### src/rtl/wildcard_byte_pattern_scan_assert.svh
// Assertion macros for the wildcard byte pattern scan.
// Each macro expects clk_i and rst_ni in the scope where it is used.
`ifndef WILDCARD_BYTE_PATTERN_SCAN_ASSERT_SVH
`define WILDCARD_BYTE_PATTERN_SCAN_ASSERT_SVH

// Same-cycle implication, checked outside reset.
`define WBPS_ASSERT_IMP(lbl, ante, cons, msg) \
  lbl: assert property (@(posedge clk_i) disable iff (!rst_ni) (ante) |-> (cons)) \
    else $error(msg);

// Next-cycle implication, checked outside reset.
`define WBPS_ASSERT_NEXT(lbl, ante, cons, msg) \
  lbl: assert property (@(posedge clk_i) disable iff (!rst_ni) (ante) |=> (cons)) \
    else $error(msg);

`endif

### src/rtl/wbps_pkg.sv
// Shared types and constants for the wildcard byte pattern scan.
// No dependencies; used by the interfaces, the cell and the top level.
`timescale 1ns / 1ps

package wbps_pkg;

  localparam int MAX_PATTERN       = 16;
  localparam int LEN_BITS          = 5;
  localparam int PAT_IDX_BITS      = 4;
  localparam int OFFSET_OUT_BITS   = 32;
  localparam int CFG_INDEX_BITS    = 8;
  localparam int CFG_DATA_BITS     = 64;
  localparam int DEF_PATTERN_BYTES = 16;
  localparam int DEF_OFFSET_BITS   = 32;

  typedef logic [7:0] byte_t;
  typedef logic [MAX_PATTERN-1:0][7:0] pattern_t;

  typedef enum logic [CFG_INDEX_BITS-1:0] {
    CFG_PATTERN_LOW  = 8'd0,
    CFG_PATTERN_HIGH = 8'd1,
    CFG_WILDCARD     = 8'd2,
    CFG_LENGTH       = 8'd3
  } cfg_reg_e;

  typedef struct packed {
    logic shift;
    logic clear;
  } cell_ctrl_t;

  typedef struct packed {
    logic                       found;
    logic [OFFSET_OUT_BITS-1:0] match_offset;
  } result_t;

endpackage

### src/rtl/wbps_if.sv
// Handshake interfaces for the byte input, result output and register write channels.
// Depends on wbps_pkg.
`timescale 1ns / 1ps

interface wbps_in_if;
  logic                valid;
  logic                ready;
  wbps_pkg::byte_t     data_byte;
  logic                last_byte;

  modport source (output valid, output data_byte, output last_byte, input ready);
  modport sink   (input valid, input data_byte, input last_byte, output ready);
endinterface

interface wbps_out_if;
  logic                                   valid;
  logic                                   ready;
  logic                                   found;
  logic [wbps_pkg::OFFSET_OUT_BITS-1:0]   match_offset;

  modport source (output valid, output found, output match_offset, input ready);
  modport sink   (input valid, input found, input match_offset, output ready);
endinterface

interface wbps_cfg_if;
  logic                                 valid;
  logic                                 ready;
  logic [wbps_pkg::CFG_INDEX_BITS-1:0]  index;
  logic [wbps_pkg::CFG_DATA_BITS-1:0]   data;

  modport source (output valid, output index, output data, input ready);
  modport sink   (input valid, input index, input data, output ready);
endinterface

### src/rtl/wbps_cell.sv
// One window cell: holds a single stream byte, passes it on to the next cell and
// compares the byte entering it against its pattern position. Depends on wbps_pkg.
`timescale 1ns / 1ps

module wbps_cell #(
  parameter int CELL_INDEX = 0
) (
  input  logic                               clk_i,
  input  logic                               rst_ni,
  input  wbps_pkg::cell_ctrl_t               ctrl_i,
  input  wbps_pkg::byte_t                    byte_i,
  input  wbps_pkg::pattern_t                 pattern_i,
  input  logic [wbps_pkg::MAX_PATTERN-1:0]   wildcard_i,
  input  logic [wbps_pkg::LEN_BITS-1:0]      length_i,
  output wbps_pkg::byte_t                    byte_o,
  output logic                               hit_o
);
  import wbps_pkg::*;

  localparam logic [LEN_BITS-1:0] CELL_POS = LEN_BITS'(CELL_INDEX);

  byte_t                   byte_q, byte_d;
  logic                    active;
  logic [LEN_BITS-1:0]     pat_pos;
  logic [PAT_IDX_BITS-1:0] pat_idx;

  // Cell k sees window entry k, which meets pattern byte length-1-k.
  always_comb begin
    active  = CELL_POS < length_i;
    pat_pos = length_i - LEN_BITS'(1) - CELL_POS;
    pat_idx = pat_pos[PAT_IDX_BITS-1:0];
    hit_o   = !active || wildcard_i[pat_idx] || (pattern_i[pat_idx] == byte_i);
  end

  always_comb begin
    byte_d = byte_q;
    if (ctrl_i.shift) begin
      byte_d = ctrl_i.clear ? '0 : byte_i;
    end
  end

  always_ff @(posedge clk_i or negedge rst_ni) begin
    if (!rst_ni) begin
      byte_q <= '0;
    end else begin
      byte_q <= byte_d;
    end
  end

  assign byte_o = byte_q;

endmodule

### src/rtl/wildcard_byte_pattern_scan.sv
// Top level of the wildcard byte pattern scan: register file, row of window cells,
// region counter and a two-entry result buffer. Depends on wbps_pkg, wbps_if and wbps_cell.
`timescale 1ns / 1ps
`include "wildcard_byte_pattern_scan_assert.svh"

// Scans a byte stream for the first place in each region where a pattern of up to
// PATTERN_BYTES bytes matches, each pattern byte optionally a wildcard. One byte is
// taken per clock cycle while input ready is high: the incoming byte and the bytes held in
// the row of cells are compared with the pattern combinationally, and the result is
// registered into a two-entry output buffer and presented once earlier results are
// delivered. Input ready drops only while two results wait undelivered.
// A region gives exactly one result: found with the start offset on the byte that
// completes the first match, or not found on its last byte. The pattern, the wildcard
// mask and the pattern length are written through the register channel, which is
// always ready; write them between regions while no result is outstanding.
module wildcard_byte_pattern_scan #(
  parameter int PATTERN_BYTES = wbps_pkg::DEF_PATTERN_BYTES,
  parameter int OFFSET_BITS   = wbps_pkg::DEF_OFFSET_BITS
) (
  input  logic        clk_i,
  input  logic        rst_ni,
  wbps_cfg_if.sink    cfg_i,
  wbps_in_if.sink     in_i,
  wbps_out_if.source  out_o
);
  import wbps_pkg::*;

  localparam logic [LEN_BITS-1:0]    LEN_MAX   = LEN_BITS'(PATTERN_BYTES);
  localparam logic [OFFSET_BITS-1:0] COUNT_MAX = '1;

  // Register file
  logic [CFG_DATA_BITS-1:0] pat_lo_q, pat_hi_q;
  logic [MAX_PATTERN-1:0]   wild_q;
  logic [LEN_BITS-1:0]      len_q;
  pattern_t                 pattern;
  logic [LEN_BITS-1:0]      len_eff;

  assign cfg_i.ready = 1'b1;

  always_ff @(posedge clk_i or negedge rst_ni) begin
    if (!rst_ni) begin
      pat_lo_q <= '0;
      pat_hi_q <= '0;
      wild_q   <= '0;
      len_q    <= LEN_BITS'(1);
    end else if (cfg_i.valid) begin
      case (cfg_i.index)
        CFG_PATTERN_LOW:  pat_lo_q <= cfg_i.data;
        CFG_PATTERN_HIGH: pat_hi_q <= cfg_i.data;
        CFG_WILDCARD:     wild_q   <= cfg_i.data[MAX_PATTERN-1:0];
        CFG_LENGTH:       len_q    <= cfg_i.data[LEN_BITS-1:0];
        default: ;
      endcase
    end
  end

  assign pattern = {pat_hi_q, pat_lo_q};

  always_comb begin
    len_eff = len_q;
    if (len_q == '0) begin
      len_eff = LEN_BITS'(1);
    end else if (len_q > LEN_MAX) begin
      len_eff = LEN_MAX;
    end
  end

  // Input handshake and cell row
  logic                     in_acc;
  cell_ctrl_t               cell_ctrl;
  byte_t                    cell_in  [PATTERN_BYTES];
  byte_t                    cell_out [PATTERN_BYTES];
  logic [PATTERN_BYTES-1:0] cell_hit;

  logic [1:0] cnt_q, cnt_d;

  assign in_i.ready      = (cnt_q != 2'd2);
  assign in_acc          = in_i.valid && in_i.ready;
  assign cell_ctrl.shift = in_acc;
  assign cell_ctrl.clear = in_i.last_byte;

  for (genvar k = 0; k < PATTERN_BYTES; k++) begin : g_cell
    if (k == 0) begin : g_head
      assign cell_in[k] = in_i.data_byte;
    end else begin : g_body
      assign cell_in[k] = cell_out[k-1];
    end

    wbps_cell #(
      .CELL_INDEX (k)
    ) u_cell (
      .clk_i      (clk_i),
      .rst_ni     (rst_ni),
      .ctrl_i     (cell_ctrl),
      .byte_i     (cell_in[k]),
      .pattern_i  (pattern),
      .wildcard_i (wild_q),
      .length_i   (len_eff),
      .byte_o     (cell_out[k]),
      .hit_o      (cell_hit[k])
    );
  end

  // Region counter and match decision
  logic [OFFSET_BITS-1:0]     seen_q, seen_d, seen_inc, off_full;
  logic                       reported_q, reported_d;
  logic                       counted, match, push;
  logic [OFFSET_OUT_BITS-1:0] off_out;
  result_t                    push_res;

  assign counted  = (seen_q != COUNT_MAX);
  assign seen_inc = seen_q + OFFSET_BITS'(1);
  assign off_full = seen_inc - {{(OFFSET_BITS-LEN_BITS){1'b0}}, len_eff};

  if (OFFSET_BITS >= OFFSET_OUT_BITS) begin : g_off_trunc
    assign off_out = off_full[OFFSET_OUT_BITS-1:0];
  end else begin : g_off_ext
    assign off_out = {{(OFFSET_OUT_BITS-OFFSET_BITS){1'b0}}, off_full};
  end

  always_comb begin
    match = !reported_q && counted && (&cell_hit)
            && (seen_inc >= {{(OFFSET_BITS-LEN_BITS){1'b0}}, len_eff});
    push  = in_acc && (match || (in_i.last_byte && !reported_q));
    push_res.found        = match;
    push_res.match_offset = match ? off_out : '0;

    seen_d     = seen_q;
    reported_d = reported_q;
    if (in_acc) begin
      if (in_i.last_byte) begin
        seen_d     = '0;
        reported_d = 1'b0;
      end else begin
        seen_d     = counted ? seen_inc : seen_q;
        reported_d = reported_q || match;
      end
    end
  end

  always_ff @(posedge clk_i or negedge rst_ni) begin
    if (!rst_ni) begin
      seen_q     <= '0;
      reported_q <= 1'b0;
    end else begin
      seen_q     <= seen_d;
      reported_q <= reported_d;
    end
  end

  // Two-entry result buffer
  result_t res_q [2];
  logic    wr_ptr_q, rd_ptr_q;
  logic    pop;

  assign pop                = out_o.valid && out_o.ready;
  assign out_o.valid        = (cnt_q != 2'd0);
  assign out_o.found        = res_q[rd_ptr_q].found;
  assign out_o.match_offset = res_q[rd_ptr_q].match_offset;

  always_comb begin
    cnt_d = cnt_q;
    case ({push, pop})
      2'b10:   cnt_d = cnt_q + 2'd1;
      2'b01:   cnt_d = cnt_q - 2'd1;
      default: cnt_d = cnt_q;
    endcase
  end

  always_ff @(posedge clk_i or negedge rst_ni) begin
    if (!rst_ni) begin
      cnt_q    <= 2'd0;
      wr_ptr_q <= 1'b0;
      rd_ptr_q <= 1'b0;
    end else begin
      cnt_q <= cnt_d;
      if (push) begin
        wr_ptr_q <= !wr_ptr_q;
      end
      if (pop) begin
        rd_ptr_q <= !rd_ptr_q;
      end
    end
  end

  always_ff @(posedge clk_i) begin
    if (push) begin
      res_q[wr_ptr_q] <= push_res;
    end
  end

  `WBPS_ASSERT_IMP(a_buf_bound, 1'b1, cnt_q <= 2'd2, "result buffer overfilled")
  `WBPS_ASSERT_IMP(a_notfound_zero, out_o.valid && !out_o.found, out_o.match_offset == '0, "not-found result carries an offset")
  `WBPS_ASSERT_NEXT(a_region_clear, in_acc && in_i.last_byte, seen_q == '0 && !reported_q, "region state not cleared after last byte")
  `WBPS_ASSERT_IMP(a_one_per_region, in_acc && reported_q, !push, "second result in one region")
  `WBPS_ASSERT_IMP(a_sat_no_match, in_acc && !counted, !match, "match reported past counter saturation")
  `WBPS_ASSERT_NEXT(a_push_shows, push, out_o.valid, "pushed result not presented")

endmodule

### src/flat_wrapper.sv
// flat-port wrapper written by rule: the top's interface ports become plain ports
module wildcard_byte_pattern_scan_flat import wbps_pkg::*;
#(
  parameter int PATTERN_BYTES = wbps_pkg::DEF_PATTERN_BYTES,
  parameter int OFFSET_BITS   = wbps_pkg::DEF_OFFSET_BITS
)
  (clk_i, rst_ni, cfg_i_valid, cfg_i_index, cfg_i_data, cfg_i_ready, in_i_valid, in_i_data_byte, in_i_last_byte, in_i_ready, out_o_valid, out_o_found, out_o_match_offset, out_o_ready);
  wbps_cfg_if cfg_i_i ();
  wbps_in_if in_i_i ();
  wbps_out_if out_o_i ();
  input  logic clk_i;
  input  logic rst_ni;
  input wire logic [$bits(cfg_i_i.valid)-1:0] cfg_i_valid;
  input wire logic [$bits(cfg_i_i.index)-1:0] cfg_i_index;
  input wire logic [$bits(cfg_i_i.data)-1:0] cfg_i_data;
  output wire logic [$bits(cfg_i_i.ready)-1:0] cfg_i_ready;
  input wire logic [$bits(in_i_i.valid)-1:0] in_i_valid;
  input wire logic [$bits(in_i_i.data_byte)-1:0] in_i_data_byte;
  input wire logic [$bits(in_i_i.last_byte)-1:0] in_i_last_byte;
  output wire logic [$bits(in_i_i.ready)-1:0] in_i_ready;
  output wire logic [$bits(out_o_i.valid)-1:0] out_o_valid;
  output wire logic [$bits(out_o_i.found)-1:0] out_o_found;
  output wire logic [$bits(out_o_i.match_offset)-1:0] out_o_match_offset;
  input wire logic [$bits(out_o_i.ready)-1:0] out_o_ready;
  assign cfg_i_i.valid = cfg_i_valid;
  assign cfg_i_i.index = cfg_i_index;
  assign cfg_i_i.data = cfg_i_data;
  assign cfg_i_ready = cfg_i_i.ready;
  assign in_i_i.valid = in_i_valid;
  assign in_i_i.data_byte = in_i_data_byte;
  assign in_i_i.last_byte = in_i_last_byte;
  assign in_i_ready = in_i_i.ready;
  assign out_o_valid = out_o_i.valid;
  assign out_o_found = out_o_i.found;
  assign out_o_match_offset = out_o_i.match_offset;
  assign out_o_i.ready = out_o_ready;
  wildcard_byte_pattern_scan #(.PATTERN_BYTES(PATTERN_BYTES), .OFFSET_BITS(OFFSET_BITS)) u_core (.clk_i(clk_i), .rst_ni(rst_ni), .cfg_i(cfg_i_i), .in_i(in_i_i), .out_o(out_o_i));
endmodule
### config.mk
export PLATFORM = sky130hd
export DESIGN_NAME = wildcard_byte_pattern_scan_flat
export DESIGN_NICKNAME = d
export VERILOG_FILES = /design/src/rtl/wbps_pkg.sv /design/src/rtl/wbps_if.sv /design/src/rtl/wbps_cell.sv /design/src/rtl/wildcard_byte_pattern_scan.sv /design/src/flat_wrapper.sv
export VERILOG_INCLUDE_DIRS = /design/src /design/src/rtl
export SDC_FILE = /design/constraint.sdc
export NUM_CORES = 1
export LEC_CHECK = 0
export BUFFER_PORTS_ARGS = -buffer_cell sky130_fd_sc_hd__buf_4
export CAP_MARGIN = 20
export CORE_MARGIN = 2
export CORE_UTILIZATION = 46
export DETAILED_ROUTE_END_ITERATION = 7
export SLEW_MARGIN = 20
export SYNTH_ARGS = -nofsm -noshare
export SYNTH_HDL_FRONTEND = slang
export SYNTH_SLANG_ARGS = --single-unit
### constraint.sdc
create_clock -name clk_i -period 9.61 [get_ports clk_i]
set_input_delay 0.961 -clock clk_i [delete_from_list [all_inputs] [get_ports clk_i]]
set_output_delay 0.961 -clock clk_i [all_outputs]
set_load 0.02 [all_outputs]
After elaboration in Yosys (flattened, before gate mapping)
Memories as Yosys holds them, arrays and structs flattened.
Cells that the tools add are included.
{"block": "op_classes", "mux": 88, "reduce_logical": 71, "eq_ne": 23, "add_sub_neg": 20, "n_lt_le_gt_ge": 34}
{"operator": "$bmux W8 S4", "n": 16}
{"operator": "$mux W8", "n": 31}
{"operator": "$eq A8 B8 Y1", "n": 16}
{"operator": "$mux W32", "n": 3}
{"operator": "$lt A4 B5 Y1 const B", "n": 16}
{"operator": "$bmux W1 S4", "n": 16}
{"operator": "$lt A4 B5 Y1 const A", "n": 8}
{"operator": "$logic_or A1 B1 Y1", "n": 34}
{"operator": "$add A32 B1 Y32 const B", "n": 1}
{"operator": "$ge A32 B5 Y1", "n": 1}
{"operator": "$ne A32 B32 Y1 const B", "n": 1}
{"operator": "$sub A32 B5 Y32", "n": 1}
{"operator": "$sub A4 B4 Y4 const B", "n": 8}
{"operator": "$lt A3 B5 Y1 const A", "n": 4}
{"operator": "$logic_not A1 Y1", "n": 19}
{"operator": "$mux W1", "n": 19}
{"operator": "$eq A8 B2 Y1 const B", "n": 2}
{"operator": "$reduce_and A16 Y1", "n": 1}
{"operator": "$sub A4 B3 Y4 const B", "n": 4}
{"operator": "$lt A1 B5 Y1 const A", "n": 2}
{"operator": "$lt A2 B5 Y1 const A", "n": 2}
{"operator": "$mux W5", "n": 2}
{"operator": "$reduce_and A2 Y1", "n": 5}
{"operator": "$eq A8 B1 Y1 const B", "n": 1}
{"operator": "13 further kinds", "n": 23}
{"block": "totals", "out_inout_bits": 36, "input_bits": 86, "mem_count": 1, "mem_bits_rw": 66, "regBits": 306}
{"name": "u_core.res_q", "words": 2, "width": 33, "read_ports": 1, "rd_ports_with_merged_regs": 0, "wr": 1, "line_no": "wildcard_byte_pattern_scan.sv:152", "source": "result_t res_q [2];"}

Logic depth before layout (Yosys ltp)
Gate-level depths: netlist of the first run.
{"block": "logic_depth", "ltp_word": 16, "depth_mapped": 30, "ltp_nobuf": 20}

Cells and area by module
From an unflattened synthesis of the first run, not the netlist that was laid out.
{"block": "hier_totals", "cells_unflattened": 3247, "area_unflattened_um2": 39267.7}
{"module": "wildcard_byte_pattern_scan", "area_each_um2": 11731.3, "n_inst": 1, "seq_area_each_um2": 6637.6, "cells_each": 936}
{"module": "wbps_cell (u_core.g_cell[14].u_cell)", "area_each_um2": 1815.5, "n_inst": 1, "seq_area_each_um2": 200.2, "cells_each": 142}
{"module": "wbps_cell (u_core.g_cell[8].u_cell)", "area_each_um2": 1791.7, "n_inst": 1, "seq_area_each_um2": 200.2, "cells_each": 150}
{"module": "wbps_cell (u_core.g_cell[12].u_cell)", "area_each_um2": 1785.5, "n_inst": 1, "seq_area_each_um2": 200.2, "cells_each": 160}
{"module": "wbps_cell (u_core.g_cell[9].u_cell)", "area_each_um2": 1751.7, "n_inst": 1, "seq_area_each_um2": 200.2, "cells_each": 144}
{"module": "wbps_cell (u_core.g_cell[13].u_cell)", "area_each_um2": 1740.4, "n_inst": 1, "seq_area_each_um2": 200.2, "cells_each": 141}
{"module": "wbps_cell (u_core.g_cell[1].u_cell)", "area_each_um2": 1737.9, "n_inst": 1, "seq_area_each_um2": 200.2, "cells_each": 142}
{"module": "wbps_cell (u_core.g_cell[7].u_cell)", "area_each_um2": 1731.7, "n_inst": 1, "seq_area_each_um2": 200.2, "cells_each": 162}
{"module": "wbps_cell (u_core.g_cell[15].u_cell)", "area_each_um2": 1730.4, "n_inst": 1, "seq_area_each_um2": 200.2, "cells_each": 155}
{"module": "wbps_cell (u_core.g_cell[5].u_cell)", "area_each_um2": 1727.9, "n_inst": 1, "seq_area_each_um2": 200.2, "cells_each": 140}
{"module": "wbps_cell (u_core.g_cell[4].u_cell)", "area_each_um2": 1722.9, "n_inst": 1, "seq_area_each_um2": 200.2, "cells_each": 142}
{"module": "wbps_cell (u_core.g_cell[0].u_cell)", "area_each_um2": 1700.4, "n_inst": 1, "seq_area_each_um2": 200.2, "cells_each": 135}
{"module": "wbps_cell (u_core.g_cell[2].u_cell)", "area_each_um2": 1675.4, "n_inst": 1, "seq_area_each_um2": 200.2, "cells_each": 144}
{"module": "wbps_cell (u_core.g_cell[3].u_cell)", "area_each_um2": 1665.3, "n_inst": 1, "seq_area_each_um2": 200.2, "cells_each": 144}
{"module": "+3 rows"}

Worst setup path after synthesis of the first run
No wires, ideal clock.
{"block": "synth_path", "path_type": "reg2reg", "start": "register u_core.len_q[4]", "end": "memory u_core.res_q[1][0] (netlist name), enable pin", "setup_ns": 0.434, "arrival_time_ns": 7.223, "synth_period_minus_slack_ns": 7.657, "required_ns": 9.176, "slack_ns": 1.953, "path_stages_with_launch": 23, "cell_sequence": "dfrtp_1 -> or4_1 -> buf_2 -> nand2_2 -> buf_6 -> buf_2 -> buf_2 -> buf_2 -> ha_1 -> clkbuf_1 -> buf_1 -> nor2_1 -> xnor2_1 -> buf_2 -> mux4_2 -> xnor2_1 -> nand4_1 -> o21ai_1 -> nand4_1 -> nor3_2 -> nand2_1 -> buf_2 -> a21oi_1"}
{"block": "synth_between", "elab_chain_cells": 16}
{"item": "start: declaration", "line_no": "wildcard_byte_pattern_scan.sv:34", "source": "logic [LEN_BITS-1:0] len_q;"}
{"item": "start signal: assignment", "line_no": "wildcard_byte_pattern_scan.sv:51", "source": "CFG_LENGTH: len_q <= cfg_i.data[LEN_BITS-1:0];"}
{"item": "$gt A5 B5 Y1", "line_no": "wildcard_byte_pattern_scan.sv:63", "source": "end else if (len_q > LEN_MAX) begin"}
{"item": "$mux W5", "line_no": "wildcard_byte_pattern_scan.sv:63"}
{"item": "$mux W5 (*)", "line_no": "wildcard_byte_pattern_scan.sv:61", "source": "if (len_q == '0) begin"}
{"item": "$sub A4 B1 Y4", "line_no": "wbps_cell.sv:30", "source": "pat_pos = length_i - LEN_BITS'(1) - CELL_POS;"}
{"item": "$sub A4 B4 Y4, or another cell as far along", "line_no": "wbps_cell.sv:30"}
{"item": "$bmux W8 S4 or $bmux W1 S4 (tied branches)", "line_no": "wbps_cell.sv:32", "source": "hit_o = !active || wildcard_i[pat_idx] || (pattern_i[pat_idx] == byte_i);"}
{"item": "$mux W8 (not written as such) or $mux W1 (tied branches)", "line_no": "wbps_cell.sv:32"}
{"item": "$eq A8 B8 Y1 or $logic_or A1 B1 Y1 (tied branches)", "line_no": "wbps_cell.sv:32"}
{"item": "$logic_or A1 B1 Y1", "line_no": "wbps_cell.sv:32"}
{"item": "$reduce_and A16 Y1", "line_no": "wildcard_byte_pattern_scan.sv:122", "source": "match = !reported_q && counted && (&cell_hit)"}
{"item": "$logic_and A1 B1 Y1", "line_no": "wildcard_byte_pattern_scan.sv:122"}
{"item": "$logic_and A1 B1 Y1 (*)", "line_no": "wildcard_byte_pattern_scan.sv:123", "source": "&& (seen_inc >= {{(OFFSET_BITS-LEN_BITS){1'b0}}, len_eff});"}
{"item": "$logic_or A1 B1 Y1 (*)", "line_no": "wildcard_byte_pattern_scan.sv:124", "source": "push = in_acc && (match || (in_i.last_byte && !reported_q));"}
{"item": "$logic_and A1 B1 Y1 (*)", "line_no": "wildcard_byte_pattern_scan.sv:124"}
{"item": "$mux W1 (*)", "line_no": "wildcard_byte_pattern_scan.sv:187", "source": "if (push) begin"}
{"item": "$mux W1 (not written as such) (*)", "line_no": "wildcard_byte_pattern_scan.sv:188", "source": "res_q[wr_ptr_q] <= push_res;"}
{"item": "end: declaration", "line_no": "wildcard_byte_pattern_scan.sv:152"}
Mark *: on every way between the ends. The rest lies on a longest branch, timed or not. The select of a mux whose other input is x is not followed.

Final worst setup path of the first run
{"block": "layout_path", "start": "register u_core.len_q[4]", "end": "memory u_core.res_q[1][15] (netlist name), enable pin"}
Same word-level chain as after synthesis.

==> results_tabular.tex, run 1 <==
\begin{tabular}{lr}
\hline
Metric & Value \\
\hline
\multicolumn{2}{l}{\textbf{Synthesis}} \\
Total of flip-flops plus latches after synthesis & between 300 and 400 \\
Number of distinct standard cells referenced by the synthesized netlist & 71 \\
Synth area leaders & sky130\_fd\_sc\_hd\_\_dfrtp\_1, sky130\_fd\_sc\_hd\_\_mux4\_2, sky130\_fd\_sc\_hd\_\_mux2i\_1 \\
Compound-gate portion of the synthesized area & 8.60\% \\
Sequential area share after synthesis & approximately two fifths \\
Cell type with the largest total area after synthesis & sky130\_fd\_sc\_hd\_\_dfrtp\_1 \\
Synthesized-area fraction occupied by and/or/nand/nor cells & between 10\% and 20\% \\
Most instantiated flip-flop cell in the synthesis netlist & sky130\_fd\_sc\_hd\_\_dfrtp\_1 \\
Yosys Warn Count & 0 \\
Count of flip-flops with a built-in enable after synthesis & between 60 and 70 \\
Post-synthesis net count & 2421 \\
Post-synthesis average cell area & 10.8 um2 \\
Share of synthesized flip-flops with an asynchronous set or reset & just over 80\% \\
Gate count of the mapped netlist & 2325 \\
Main combinational cell family by area after synthesis & multiplexers \\
Synth Cell Area & 25200 um2 \\
Adder-cell share of the synthesized area & less than 1\% \\
Post-Synth XOR/XNOR Area & 6.73\% \\
Multiplexer share of the synthesized area & a little under 30\% \\
Yosys top cell area share & between 30\% and 40\% \\
\multicolumn{2}{l}{\textbf{Clock network}} \\
Cell at the root of the clock tree & sky130\_fd\_sc\_hd\_\_clkbuf\_16 \\
H-tree lvl count & 2 \\
Clock latency at the later pin of the worst-skew pair & around 0.6 ns \\
\# hold bufs at CTS & 0 \\
Number of buffers created by CTS & 42 \\
Clock Tree Buf Depth & 3 \\
\# clock sinks & 372 \\
Post-CTS setup-driven buffer insertion count & 0 \\
CTS tree & built \\
Clock-pin slew of the registers on the worst-case setup and hold paths & 0.07 ns \\
Number of instances resized during post-cts repair & 0 \\
\multicolumn{2}{l}{\textbf{Finish}} \\
Filler cell count & slightly below 5000 \\
Commonest non-fill, non-tap cells in the layout & sky130\_fd\_sc\_hd\_\_dfrtp\_1, sky130\_fd\_sc\_hd\_\_nand2\_1, sky130\_fd\_sc\_hd\_\_mux2i\_1 \\
Fraction of final layout cells with drive strength greater than 1 & between 20\% and 30\% \\
Net count of the finished layout & between 2000 and 2500 \\
Antenna cell count & 0 \\
P\&R area growth vs syn & 11.8\% \\
Commonest non-fill, non-tap cell in the layout & sky130\_fd\_sc\_hd\_\_dfrtp\_1 \\
\multicolumn{2}{l}{\textbf{Floorplanning}} \\
I/O pin count & about 120 \\
DIE AREA & about 57000 um2 \\
Placement row count & 85 \\
Core Footprint & 54000 um2 \\
Initial Utilization & a little under half \\
Height of the die & between 200 and 250 um \\
Die width & around 240 um \\
\multicolumn{2}{l}{\textbf{Critical path}} \\
Kind of launch point of the worst setup path & flop \\
Crit path required time & 9.90 ns \\
R2r setup slk & between 2 and 2.5 ns \\
Kind of end point of the critical path & flop \\
Max Fanout on Critical Path & 37 \\
Data arrival time of the critical path & 7.86 ns \\
CP Class & reg2reg \\
\multicolumn{2}{l}{\textbf{Routing}} \\
Ratio of routed vias to standard cells & around 6.2 \\
Remaining antenna violation count after routing & 0 \\
Iter 0 DRT Violations & 2120 \\
Routed via count & about 19000 \\
Wire per inst & around 26 um \\
DRC viols & 0 \\
Total detailed-routing wirelength & between 80000 and 90000 um \\
Detailed Routing Iterations Pass 1 & 6 \\
\multicolumn{2}{l}{\textbf{Outcome}} \\
Result of the run & complete, no violations \\
\multicolumn{2}{l}{\textbf{Pwr}} \\
PwrDens & between 200 and 250 nW/um2 \\
Total power & between 5 and 6 mW \\
Peak VDD IR & around 0.00015 V \\
Static power due to leakage & 11.8 nW \\
\multicolumn{2}{l}{\textbf{STA}} \\
Count of final setup violators & 0 \\
Pins over their slew limit & 0 \\
Relative slew slack & about 22\% \\
Unrepaired setup endpoints after global routing & no \\
Worst clock skew & 0.0313 ns \\
Post-route fraction of the period consumed by the critical path & 78.7\% \\
Period minus WS final & between 7 and 8 ns \\
Worst-margin pin slew & between 1 and 1.5 ns \\
Hold Vio Cnt, Final & 0 \\
Sum Neg Setup Slack & 0 ns \\
Highest achievable clock rate & approximately 130 MHz \\
\multicolumn{2}{l}{\textbf{Global routing}} \\
GRT overflow & 0 \\
Wire length of the first global-routing pass & 120000 um \\
Number of global-route vias before repair & $\sim$18000 \\
Pin count of the biggest net entering global routing & between 150 and 200 \\
Overall routing resource usage & between 20\% and 30\% \\
Antenna violations before repair & 1 \\
\multicolumn{2}{l}{\textbf{Place}} \\
Dpl hpwl & 61300 um \\
Placer's final routability congestion estimate & slightly above 1 \\
Input/output buffers & 120 \\
\multicolumn{2}{l}{\textbf{Run}} \\
Number of max-cap violations & 0 \\
\multicolumn{2}{l}{\textbf{Hold path}} \\
Type of the most critical hold path & in2async \\
\hline
\end{tabular}
## routing by layer
layer  vias up  global-route usage [%]  part of all wire [%]
met5         -                       0                     0
met4         0                    7.65                   2.7
li1       8576                       -                     -
met3        98                    4.48                   7.4
met2       759                    42.1                    44
met1      9852                    43.3                    46
## sequential cells by signal (all words and copies together), names as in the netlist
name	cells
u_core.reported_q	1
u_core.len_q	5
u_core.g_cell.u_cell.byte_o	120
u_core.rd_ptr_q	1
u_core.cnt_q	2
u_core.wr_ptr_q	1
u_core.pat_hi_q	64
u_core.pat_lo_q	64
u_core.wild_q	16
u_core.res_q	66
u_core.seen_q	32
## final cells by class
type                            instances  area, um2  share of cell area, %
Clock buffer                           51       1120                   3.99
Clock inverter                         26        348                   1.23
Inverter                               50        190                  0.675
Multi-Input combinational cell       1736      14700                   52.4
Sequential cell                       372       9640                   34.2
Tap cell                              696        871                   3.09
Timing Repair Buffer                  161       1250                   4.42
## cell usage after synthesis, drive strengths merged, types with 13 or more instances
cell	number
edfxtp	66
and3	18
nor2	86
nor4	14
mux2	176
nand3	19
nand2b	130
mux4	155
mux2i	201
nor3	29
o21ai	206
o31ai	21
o21a	13
a22oi	44
xnor2	113
clkbuf	124
xor2	71
nand4	47
dfrtp	305
nand2	249
inv	50
a21oi	40
buf	43
## path summary, 6_finish.rpt
| check | end | from | cells past startpoint |
|---|---|---|---|
| worst max-delay path | u_core.res_q[1][15]$_DFFE_PP_ | u_core.len_q[4]$_DFFE_PN0P_ | 19 |
| worst min-delay path | u_core.seen_q[15]$_DFFE_PN0P_ | rst_ni | 1 |
| worst max register to register | u_core.res_q[1][15]$_DFFE_PP_ | u_core.len_q[4]$_DFFE_PN0P_ | 19 |
| worst min register to register | u_core.cnt_q[1]$_DFFE_PN0P_ | u_core.cnt_q[1]$_DFFE_PN0P_ | 1 |
| max in group asynchronous | u_core.pat_hi_q[60]$_DFFE_PN0P_ | rst_ni | 2 |
| min in group clk_i | u_core.cnt_q[1]$_DFFE_PN0P_ | u_core.cnt_q[1]$_DFFE_PN0P_ | 1 |
## report_power, final
part | internal (mW) | switching [mW] | total (mW)
Clock | 1.01 | 0.708 | 1.72
Combinational | 0.887 | 1.27 | 2.16
Sequential | 1.73 | 0.138 | 1.87
## worst max-delay path: stages, from the launching register on
cell	delay, ns
sky130_fd_sc_hd__dfrtp_1	0.36
sky130_fd_sc_hd__buf_4	0.18
sky130_fd_sc_hd__or4_1	0.78
sky130_fd_sc_hd__nand2_4	0.57
sky130_fd_sc_hd__clkinv_2	0.49
sky130_fd_sc_hd__ha_2	0.78
sky130_fd_sc_hd__buf_4	0.48
sky130_fd_sc_hd__a31oi_1	0.17
sky130_fd_sc_hd__o21ai_1	0.29
sky130_fd_sc_hd__nand2_1	0.41
sky130_fd_sc_hd__a21oi_1	0.30
sky130_fd_sc_hd__nor3_1	0.07
sky130_fd_sc_hd__or4_1	0.56
sky130_fd_sc_hd__o31ai_1	0.27
sky130_fd_sc_hd__nand2_1	0.14
sky130_fd_sc_hd__nor4_4	0.33
sky130_fd_sc_hd__nand2_1	0.08
sky130_fd_sc_hd__buf_4	0.26
sky130_fd_sc_hd__a21oi_4	0.43
sky130_fd_sc_hd__buf_16	0.23
## cells by family (layout without fill, tap and decap cells)
| kind of cell | Yosys count | after routing |
|---|---|---|
| xor+xnor | 186 | 186 |
| compound gates | 368 | 368 |
| fa+ha+maj | 10 | 10 |
| buf+inv | 217 | 288 |
| mux | 532 | 532 |
| flops | 372 | 372 |
| other cells | 1 | 1 |
| simple gates | 639 | 639 |
## metrics by stage
stage	hold WS, ns	cell area, um2	setup slack, ns	util, %	cells
floorplan	0.456	25200	1.95	-	2325
global placement	0.473	26700	1.83	49.3	3013
global route	0.378	28200	1.57	52.1	3092
finish	0.324	28200	2.04	52.1	3092
detailed placement	0.487	26700	1.72	49.4	3014
CTS	0.351	28100	1.71	52.1	3091
(Power assumes the default switching activity.)
==> run 2, diff against run 1 <==
--- a/config.mk
+++ b/config.mk
@@ -6,6 +6,7 @@
 export SDC_FILE = /design/constraint.sdc
 export NUM_CORES = 1
 export LEC_CHECK = 0
+export ABC_AREA = 1
 export BUFFER_PORTS_ARGS = -buffer_cell sky130_fd_sc_hd__buf_4
 export CAP_MARGIN = 20
 export CORE_MARGIN = 2
==> constraint.sdc (replaced) <==
create_clock -name clk_i -period 7.4 [get_ports clk_i]
set_input_delay 0.74 -clock clk_i [delete_from_list [all_inputs] [get_ports clk_i]]
set_output_delay 0.74 -clock clk_i [all_outputs]
set_load 0.02 [all_outputs]
==> run 2 against run 1 <==
Core utilization fell by 0.27 points. Sequential power rose by 30%. Register-to-register slack got worse by 1.0 ns. Clock skew fell by 0.0012 ns. Power rose by 64%. Via count rose by 40%. Clock power rose by 35%. First-iteration DRC count rose by 35%. Non-clock buffer count rose by 1. Critical path depth rose by 6. The run now ends with design-rule violations left.
==> results_tabular.tex, run 2 <==
\begin{tabular}{lr}
\hline
Metric & Value \\
\hline
\multicolumn{2}{l}{\textbf{Floorplanning}} \\
Initial Utilization & 46.6\% (about the same) \\
Height of the die & 240 um (+0.93\%) \\
Placement row count & 86 (+1.2\%) \\
DIE AREA & 57700 um2 (+1.9\%) \\
I/O pin count & 122 (unchanged) \\
Die width & 240 um (+0.93\%) \\
Core Footprint & 55100 um2 (+2.0\%) \\
\multicolumn{2}{l}{\textbf{Global routing}} \\
Most crowded layer after global routing & met2 \\
Antenna violations before repair & 8 (+7) \\
GRT overflow & 0 (unchanged) \\
Pin count of the biggest net entering global routing & 129 (-21\%) \\
Wire length of the first global-routing pass & 159000 um (+32\%) \\
Met3 layer usage reported by global route & 4.58\% (+0.10 points) \\
Number of global-route vias before repair & 25330 (+38\%) \\
Met2 layer usage reported by global route & 60.5\% (+18 points) \\
Overall routing resource usage & 37.6\% (+9.1 points) \\
Fraction of met1 tracks used by global routing & 45.2\% (+1.8 points) \\
\multicolumn{2}{l}{\textbf{Clock network}} \\
Cell at the root of the clock tree & sky130\_fd\_sc\_hd\_\_clkbuf\_16 \\
Post-CTS setup-driven buffer insertion count & 0 (unchanged) \\
Clock Tree Buf Depth & 3 (unchanged) \\
\# hold bufs at CTS & 0 (unchanged) \\
Clock latency at the later pin of the worst-skew pair & 0.60 ns (about the same) \\
Clock-pin slew of the registers on the worst-case setup and hold paths & 0.06 ns (about the same) \\
Number of instances resized during post-cts repair & 0 (unchanged) \\
H-tree lvl count & 2 (unchanged) \\
\# clock sinks & 372 (unchanged) \\
Number of buffers created by CTS & 43 (+2.4\%) \\
CTS tree & built \\
\multicolumn{2}{l}{\textbf{Place}} \\
Cell count after placement & 4652 (+54\%) \\
Dpl hpwl & 81300 um (+33\%) \\
Placer's final routability congestion estimate & 1.04 (+1.5\%) \\
Input/output buffers & 120 (unchanged) \\
DP Area & 27000 um2 (+1.3\%) \\
\multicolumn{2}{l}{\textbf{Synthesis}} \\
Synth area leaders & sky130\_fd\_sc\_hd\_\_dfrtp\_1, sky130\_fd\_sc\_hd\_\_nand2\_1, sky130\_fd\_sc\_hd\_\_nand3\_1 \\
Total of flip-flops plus latches after synthesis & 372 (unchanged) \\
Yosys Warn Count & 0 (unchanged) \\
Post-synthesis net count & 4051 (+67\%) \\
Sequential area share after synthesis & 37.6\% (-0.71 points) \\
Gate count of the mapped netlist & 3955 (+70\%) \\
Cell type with the largest total area after synthesis & sky130\_fd\_sc\_hd\_\_dfrtp\_1 \\
Count of flip-flops with a built-in enable after synthesis & 66 (unchanged) \\
Yosys top cell area share & 29.7\% (-0.56 points) \\
Most instantiated flip-flop cell in the synthesis netlist & sky130\_fd\_sc\_hd\_\_dfrtp\_1 \\
Synth Cell Area & 25700 um2 (+1.9\%) \\
Post-synthesis average cell area & 6.49 um2 (-40\%) \\
Number of distinct standard cells referenced by the synthesized netlist & 45 (-37\%) \\
Most numerous cell in the Yosys netlist & sky130\_fd\_sc\_hd\_\_nand2\_1 \\
Ranking of synthesized cells by instance count & sky130\_fd\_sc\_hd\_\_nand2\_1, sky130\_fd\_sc\_hd\_\_nand3\_1, sky130\_fd\_sc\_hd\_\_inv\_1 \\
Share of synthesized flip-flops with an asynchronous set or reset & 82.3\% (unchanged) \\
\multicolumn{2}{l}{\textbf{Outcome}} \\
Result of the run & finished, violations left \\
Violations in the final reports & design-rule violations \\
\multicolumn{2}{l}{\textbf{Finish}} \\
Largest register FFs & 120 (unchanged) \\
P\&R area growth vs syn & 11.4\% \\
Flip-flop and latch area & 9640 um2 (unchanged) \\
Antenna cell count & 0 (unchanged) \\
Area of combinational cells with multiple inputs & 13700 um2 (-7.3\%) \\
Commonest non-fill, non-tap cell in the layout & sky130\_fd\_sc\_hd\_\_nand2\_1 \\
Net count of the finished layout & 4047 (+65\%) \\
Count of non-filler cells in the finished layout & 4733 (+53\%) \\
Filler cell count & 5704 (+19\%) \\
Finished layout cell area & 28600 um2 (+1.5\%) \\
Fraction of final layout cells with drive strength greater than 1 & 6.93\% (-18 points) \\
Commonest non-fill, non-tap cells in the layout & sky130\_fd\_sc\_hd\_\_nand2\_1, sky130\_fd\_sc\_hd\_\_nand3\_1, sky130\_fd\_sc\_hd\_\_inv\_1 \\
\multicolumn{2}{l}{\textbf{Critical path}} \\
Critical path startpoint & u\_core.len\_q[1]\$\_DFFE\_PN0P\_ \\
Worst path buffer plus inverter count & 2 (-3) \\
R2r setup slk & 1.02 ns (-1.03 ns) \\
Data arrival time of the critical path & 6.58 ns (-1.28 ns) \\
Kind of launch point of the worst setup path & flop \\
Kind of end point of the critical path & flop \\
Number of cell instances on the worst register-to-register path & 25 (+6) \\
Crit-path max cell delay & 0.72 ns (-0.06 ns) \\
Total stage count of the critical path & 25 (+6) \\
Crit-path most repeated cell & sky130\_fd\_sc\_hd\_\_nand2\_1 \\
Critical-path cell with the highest stage delay & sky130\_fd\_sc\_hd\_\_nor2\_4 \\
Max Fanout on Critical Path & 33 (-11\%) \\
CP Class & reg2reg \\
Kind of cell adding the most delay to the critical path & simple AND/OR/NAND/NOR gates \\
Startpoint of the most critical register-to-register path & u\_core.len\_q[1]\$\_DFFE\_PN0P\_ \\
Crit path required time & 7.60 ns (-2.30 ns) \\
Critical path capture point & u\_core.res\_q[1][2]\$\_DFFE\_PP\_ \\
Terminus of the critical flop-to-flop path & u\_core.res\_q[1][2]\$\_DFFE\_PP\_ \\
\multicolumn{2}{l}{\textbf{Pwr}} \\
Combinational share of power & 49.6\% (+12 points) \\
Net switching power of the design & 4.43 mW (+110\%) \\
Design internal power & 4.99 mW (+37\%) \\
Sequential Power Share & 25.8\% (-6.8 points) \\
PwrDens & 329 nW/um2 (+62\%) \\
Static power due to leakage & 13.8 nW (+18\%) \\
Switching part of the total power & 47.0\% (+10 points) \\
Part of the total power dissipated in the clock network & 24.6\% (-5.3 points) \\
Peak VDD IR & 0.000201 V (+34\%) \\
\multicolumn{2}{l}{\textbf{STA}} \\
Pins over their slew limit & 0 (unchanged) \\
Sum Neg Setup Slack & 0 ns (unchanged) \\
Worst clock skew & 0.0301 ns (-0.00121 ns) \\
Highest achievable clock rate & 157 MHz (+19\%) \\
Hold Vio Cnt, Final & 0 (unchanged) \\
Worst hold-check slack & 0.196 ns (-0.128 ns) \\
Relative slew slack & 21.9\% (-0.56 points) \\
Unrepaired setup endpoints after global routing & no \\
Count of final setup violators & 0 (unchanged) \\
Worst-margin pin slew & 1.17 ns (+0.00562 ns) \\
Period minus WS final & 6.38 ns (-1.18 ns) \\
Post-route fraction of the period consumed by the critical path & 86.3\% (+7.5 points) \\
\multicolumn{2}{l}{\textbf{Routing}} \\
Total detailed-routing wirelength & 107000 um (+34\%) \\
Routed via count & 27013 (+40\%) \\
Remaining antenna violation count after routing & 0 (unchanged) \\
Wire per inst & 22.7 um (-13\%) \\
Iter 0 DRT Violations & 2856 (+35\%) \\
DRC viols & 2 (+2) \\
Detailed Routing Iterations Pass 1 & 8 (+2) \\
Ratio of routed vias to standard cells & 5.71 (-8.5\%) \\
\multicolumn{2}{l}{\textbf{Hold path}} \\
Type of the most critical hold path & in2async \\
\multicolumn{2}{l}{\textbf{Run}} \\
Number of max-cap violations & 0 (unchanged) \\
\hline
\end{tabular}
==> run 2: changes by cell type after synthesis, moves of 94 or more <==
cell and change:
sky130_fd_sc_hd__o21ai_0 +142, sky130_fd_sc_hd__nand3_1 +936, sky130_fd_sc_hd__mux2_2 -176, sky130_fd_sc_hd__nand2_1 +1076, sky130_fd_sc_hd__nand2b_1 -130, sky130_fd_sc_hd__inv_1 +343, sky130_fd_sc_hd__mux4_2 -155, sky130_fd_sc_hd__mux2i_1 -199
sky130_fd_sc_hd__xnor2_1 -94
==> run 2: how the worst min path moves through the flow <==
stage	end	slack [ns]	cells past startpoint
after floorplan	u_core.cnt_q[0]$_DFFE_PN0P_	0.44	0
final	u_core.pat_hi_q[20]$_DFFE_PN0P_	0.20	1
after global routing	u_core.pat_hi_q[20]$_DFFE_PN0P_	0.29	1
after detailed placement	u_core.wild_q[6]$_DFFE_PN0P_	0.47	2
after global placement	u_core.wild_q[14]$_DFFE_PN0P_	0.47	2
after CTS	u_core.pat_hi_q[20]$_DFFE_PN0P_	0.25	1
==> run 2: power by group through the flow <==
stage          sequential, mW  combinational [mW]  clock [mW]
6_report                 2.43                4.67        2.32
5_1_grt                  2.44                5.10        2.43
4_1_cts                  2.42                4.56        2.34
3_5_place_dp             2.46                4.54           0
3_3_place_gp             2.46                4.54           0
2_1_floorplan            2.41                3.06           0
==> run 2: cell families (layout without fill, tap and decap cells) <==
logic type | after synthesis | in the layout | share of synthesized area (%)
AOI/OAI and AO/OA | 396 | 396 | 8.05
xor gates and xnor gates | 68 | 68 | 2.50
adders and majority gates | 10 | 10 | 0.517
buffers and inverters | 614 | 644 | 9.40
DFF | 372 | 372 | 37.6
muxes | 2 | 2 | 0.0780
other | 1 | 1 | 0.0146
and+or+nand+nor | 2492 | 2492 | 41.9
==> run 2: area by class of cell <==
class                           instances  area share [%]
Tap cell                              748            3.28
Clock inverter                         25            1.25
Timing Repair Buffer                  162            4.52
Clock buffer                           54            4.05
Sequential cell                       372            33.7
Multi-Input combinational cell       2969            47.8
Inverter                              403            5.32
==> run 2: stage by stage <==
stage	power (mW)	util, %	worst slack, ns
floorplan	5.46	-	1.92
global placement	7.01	49.0	1.19
detailed placement	7.00	49.0	1.19
CTS	9.33	51.8	1.18
global route	9.96	51.9	0.709
finish	9.42	51.9	1.02
==> run 2: metal layers <==
| layer | routed length, um | share of wire [%] |
|---|---|---|
| met1 | 41700 | 39 |
| met2 | 48500 | 45 |
| met3 | 6610 | 6.2 |
| met4 | 10400 | 9.7 |
| met5 | 0 | 0 |
==> run 2: worst register-to-register path, delay by kind of cell (launching register included) <==
kind	cells	cell delay, ns
XOR/XNOR	1	0.38
flip-flops	1	0.46
adder cells (fa/ha/maj)	1	0.33
AND/OR/NAND/NOR	21	4.36
buffers and inverters	2	0.44
==> run 3, diff against run 2 <==
--- a/config.mk
+++ b/config.mk
@@ -11,6 +11,7 @@
 export CAP_MARGIN = 20
 export CORE_MARGIN = 2
 export CORE_UTILIZATION = 46
+export CTS_BUF_LIST = sky130_fd_sc_hd__clkbuf_16
 export DETAILED_ROUTE_END_ITERATION = 7
 export SLEW_MARGIN = 20
 export SYNTH_ARGS = -nofsm -noshare
==> run 3 against run 2 <==
The run now ends clean. Combinational power barely moved. Sequential share of layout area barely moved. Setup slack got worse by 0.031 ns. Wire length fell by 0.15%. Flip-flop and latch count did not move. Final cell count barely moved. Global-route usage barely moved. Non-clock buffer count did not move. Core utilization fell by 0.068 points. Hold slack got worse by 0.0081 ns.
==> results_tabular.tex, run 3 (synthesis results as in run 2) <==
\begin{tabular}{lr}
\hline
Metric & Value \\
\hline
\multicolumn{2}{l}{\textbf{Routing}} \\
Wire per inst & 22.6 um (-0.17\%) \\
Iter 0 DRT Violations & 2932 (+2.7\%) \\
Ratio of routed vias to standard cells & 5.72 (+0.20\%) \\
Remaining antenna violation count after routing & 0 (unchanged) \\
DRC viols & 0 (-2) \\
Detailed Routing Iterations Pass 1 & 7 (-1) \\
Total detailed-routing wirelength & 107000 um (-0.15\%) \\
Routed via count & 27074 (+0.23\%) \\
\multicolumn{2}{l}{\textbf{Place}} \\
Input/output buffers & 120 (unchanged) \\
Dpl hpwl & 81300 um (unchanged) \\
Placer's final routability congestion estimate & 1.04 (unchanged) \\
\multicolumn{2}{l}{\textbf{Floorplanning}} \\
Core Footprint & 55100 um2 (unchanged) \\
Height of the die & 240 um (unchanged) \\
I/O pin count & 122 (unchanged) \\
DIE AREA & 57700 um2 (unchanged) \\
Initial Utilization & 46.6\% (unchanged) \\
Placement row count & 86 (unchanged) \\
Die width & 240 um (unchanged) \\
\multicolumn{2}{l}{\textbf{Global routing}} \\
GRT overflow & 0 (unchanged) \\
Wire length of the first global-routing pass & 159000 um (about the same) \\
Antenna violations before repair & 9 (+1) \\
Number of global-route vias before repair & 25255 (-0.30\%) \\
Pin count of the biggest net entering global routing & 129 (unchanged) \\
Overall routing resource usage & 37.5\% (about the same) \\
\multicolumn{2}{l}{\textbf{Finish}} \\
P\&R area growth vs syn & 11.2\% \\
Commonest non-fill, non-tap cell in the layout & sky130\_fd\_sc\_hd\_\_nand2\_1 \\
Largest register FFs & 120 (unchanged) \\
Area of combinational cells with multiple inputs & 13700 um2 (unchanged) \\
Fraction of final layout cells with drive strength greater than 1 & 6.83\% (-0.10 points) \\
Filler cell count & 5705 (+0.018\%) \\
Net count of the finished layout & 4047 (unchanged) \\
Commonest non-fill, non-tap cells in the layout & sky130\_fd\_sc\_hd\_\_nand2\_1, sky130\_fd\_sc\_hd\_\_nand3\_1, sky130\_fd\_sc\_hd\_\_inv\_1 \\
Flip-flop and latch area & 9640 um2 (unchanged) \\
\multicolumn{2}{l}{\textbf{STA}} \\
Hold Vio Cnt, Final & 0 (unchanged) \\
Relative slew slack & 23.1\% (+1.2 points) \\
Post-route fraction of the period consumed by the critical path & 86.7\% (+0.41 points) \\
Worst-margin pin slew & 1.15 ns (-0.0184 ns) \\
Sum Neg Setup Slack & 0 ns (unchanged) \\
Period minus WS final & 6.41 ns (+0.0305 ns) \\
Pins over their slew limit & 0 (unchanged) \\
Unrepaired setup endpoints after global routing & no \\
Highest achievable clock rate & 156 MHz (-0.48\%) \\
Count of final setup violators & 0 (unchanged) \\
Worst clock skew & 0.0284 ns (-0.00167 ns) \\
\multicolumn{2}{l}{\textbf{Critical path}} \\
Crit-path most repeated cell & sky130\_fd\_sc\_hd\_\_nand2\_1 \\
Data arrival time of the critical path & 6.62 ns (+0.04 ns) \\
Kind of end point of the critical path & flop \\
Max Fanout on Critical Path & 33 (unchanged) \\
Crit path required time & 7.60 ns (about the same) \\
Critical-path cell with the highest stage delay & sky130\_fd\_sc\_hd\_\_nor2\_4 \\
CP Class & reg2reg \\
Kind of launch point of the worst setup path & flop \\
Crit-path max cell delay & 0.72 ns (about the same) \\
\multicolumn{2}{l}{\textbf{Pwr}} \\
Design internal power & 4.94 mW (-1.0\%) \\
Peak VDD IR & 0.000200 V (-0.28\%) \\
Combinational share of power & 49.9\% (+0.3 points) \\
Net switching power of the design & 4.42 mW (-0.14\%) \\
Part of the total power dissipated in the clock network & 24.2\% (-0.4 points) \\
Sequential Power Share & 25.9\% (about the same) \\
Static power due to leakage & 13.8 nW (about the same) \\
Switching part of the total power & 47.2\% (+0.22 points) \\
Total power & 9.36 mW (-0.61\%) \\
PwrDens & 328 nW/um2 (-0.48\%) \\
\multicolumn{2}{l}{\textbf{Outcome}} \\
Result of the run & complete, no violations \\
\multicolumn{2}{l}{\textbf{Clock network}} \\
\# hold bufs at CTS & 0 (unchanged) \\
Clock latency at the later pin of the worst-skew pair & 0.60 ns (about the same) \\
Clock Tree Buf Depth & 3 (unchanged) \\
H-tree lvl count & 2 (unchanged) \\
\# clock sinks & 372 (unchanged) \\
Cell at the root of the clock tree & sky130\_fd\_sc\_hd\_\_clkbuf\_16 \\
Number of buffers created by CTS & 43 (unchanged) \\
CTS tree & built \\
Number of instances resized during post-cts repair & 0 (unchanged) \\
Clock-pin slew of the registers on the worst-case setup and hold paths & 0.07 ns (about the same) \\
Post-CTS setup-driven buffer insertion count & 0 (unchanged) \\
\multicolumn{2}{l}{\textbf{Hold path}} \\
Type of the most critical hold path & in2async \\
\multicolumn{2}{l}{\textbf{Run}} \\
Number of max-cap violations & 0 (unchanged) \\
\hline
\end{tabular}
-- run 3: changes by cell type in the layout (fill, tap and decap cells not counted), sizes merged --
cell and delta:
clkbuf -11, diode +1, inv +7, clkinv +4
-- run 3: area by class of cell --
class / count / area share (%)
sequential: 372 / 33.8
clock buffer: 43 / 3.77
antenna: 1 / 0.00877
timing repair buffer: 162 / 4.53
multi-input combinational: 2969 / 47.9
clock inverter: 36 / 1.40
tap: 748 / 3.28
inverter: 403 / 5.33
-- run 3: worst paths after layout --
| path | start | endpoint | slack, ns | depth (start not counted) |
|---|---|---|---|---|
| max reg2reg | u_core.len_q[1]$_DFFE_PN0P_ | u_core.res_q[1][6]$_DFFE_PP_ | 0.99 | 25 |
| max | u_core.len_q[1]$_DFFE_PN0P_ | u_core.res_q[1][6]$_DFFE_PP_ | 0.99 | 25 |
| max in group asynchronous | rst_ni | u_core.seen_q[8]$_DFFE_PN0P_ | 5.62 | 2 |
| min in group clk_i | in_i_last_byte | u_core.g_cell[9].u_cell.byte_o[2]$_DFFE_PN0P_ | 0.40 | 2 |
| min | rst_ni | u_core.pat_hi_q[20]$_DFFE_PN0P_ | 0.19 | 1 |
| min reg2reg | u_core.wild_q[6]$_DFFE_PN0P_ | u_core.wild_q[6]$_DFFE_PN0P_ | 0.49 | 2 |
-- run 3: critical path: cells and delay by family, from the launching register on --
family | cells | cell delay [ns]
xor gates and xnor gates | 1 | 0.42
buffers and inverters | 2 | 0.44
and+or+nand+nor | 21 | 4.35
adders and majority gates | 1 | 0.32
DFF | 1 | 0.46
-- run 3: routing by layer --
layer | vias up | wire (um) | track usage (%)
met2 | 1147 | 48600 | 60.6
met1 | 12655 | 41800 | 45.3
met4 | 0 | 10400 | 30.7
li1 | 12917 | - | -
met5 | - | 0 | 0
met3 | 355 | 6260 | 4.29
-- run 3: metrics by stage --
step / utilization (%) / hold WS, ns / std cells / setup slack, ns / area (um2)
floorplan: - / 0.444 / 3955 / 1.92 / 25700
detailed placement: 49.0 / 0.474 / 4652 / 1.19 / 27000
global placement: 49.0 / 0.469 / 4652 / 1.19 / 27000
finish: 51.8 / 0.188 / 4734 / 0.985 / 28500
global route: 51.8 / 0.291 / 4733 / 0.740 / 28500
CTS: 51.7 / 0.246 / 4731 / 1.18 / 28500
-- run 3: power groups by stage --
stage | combinational [mW] | sequential [mW] | clock (mW)
after floorplan | 3.06 | 2.41 | 0
after global placement | 4.54 | 2.46 | 0
after detailed placement | 4.54 | 2.46 | 0
after CTS | 4.56 | 2.42 | 2.29
after global routing | 5.09 | 2.44 | 2.38
final | 4.67 | 2.43 | 2.27
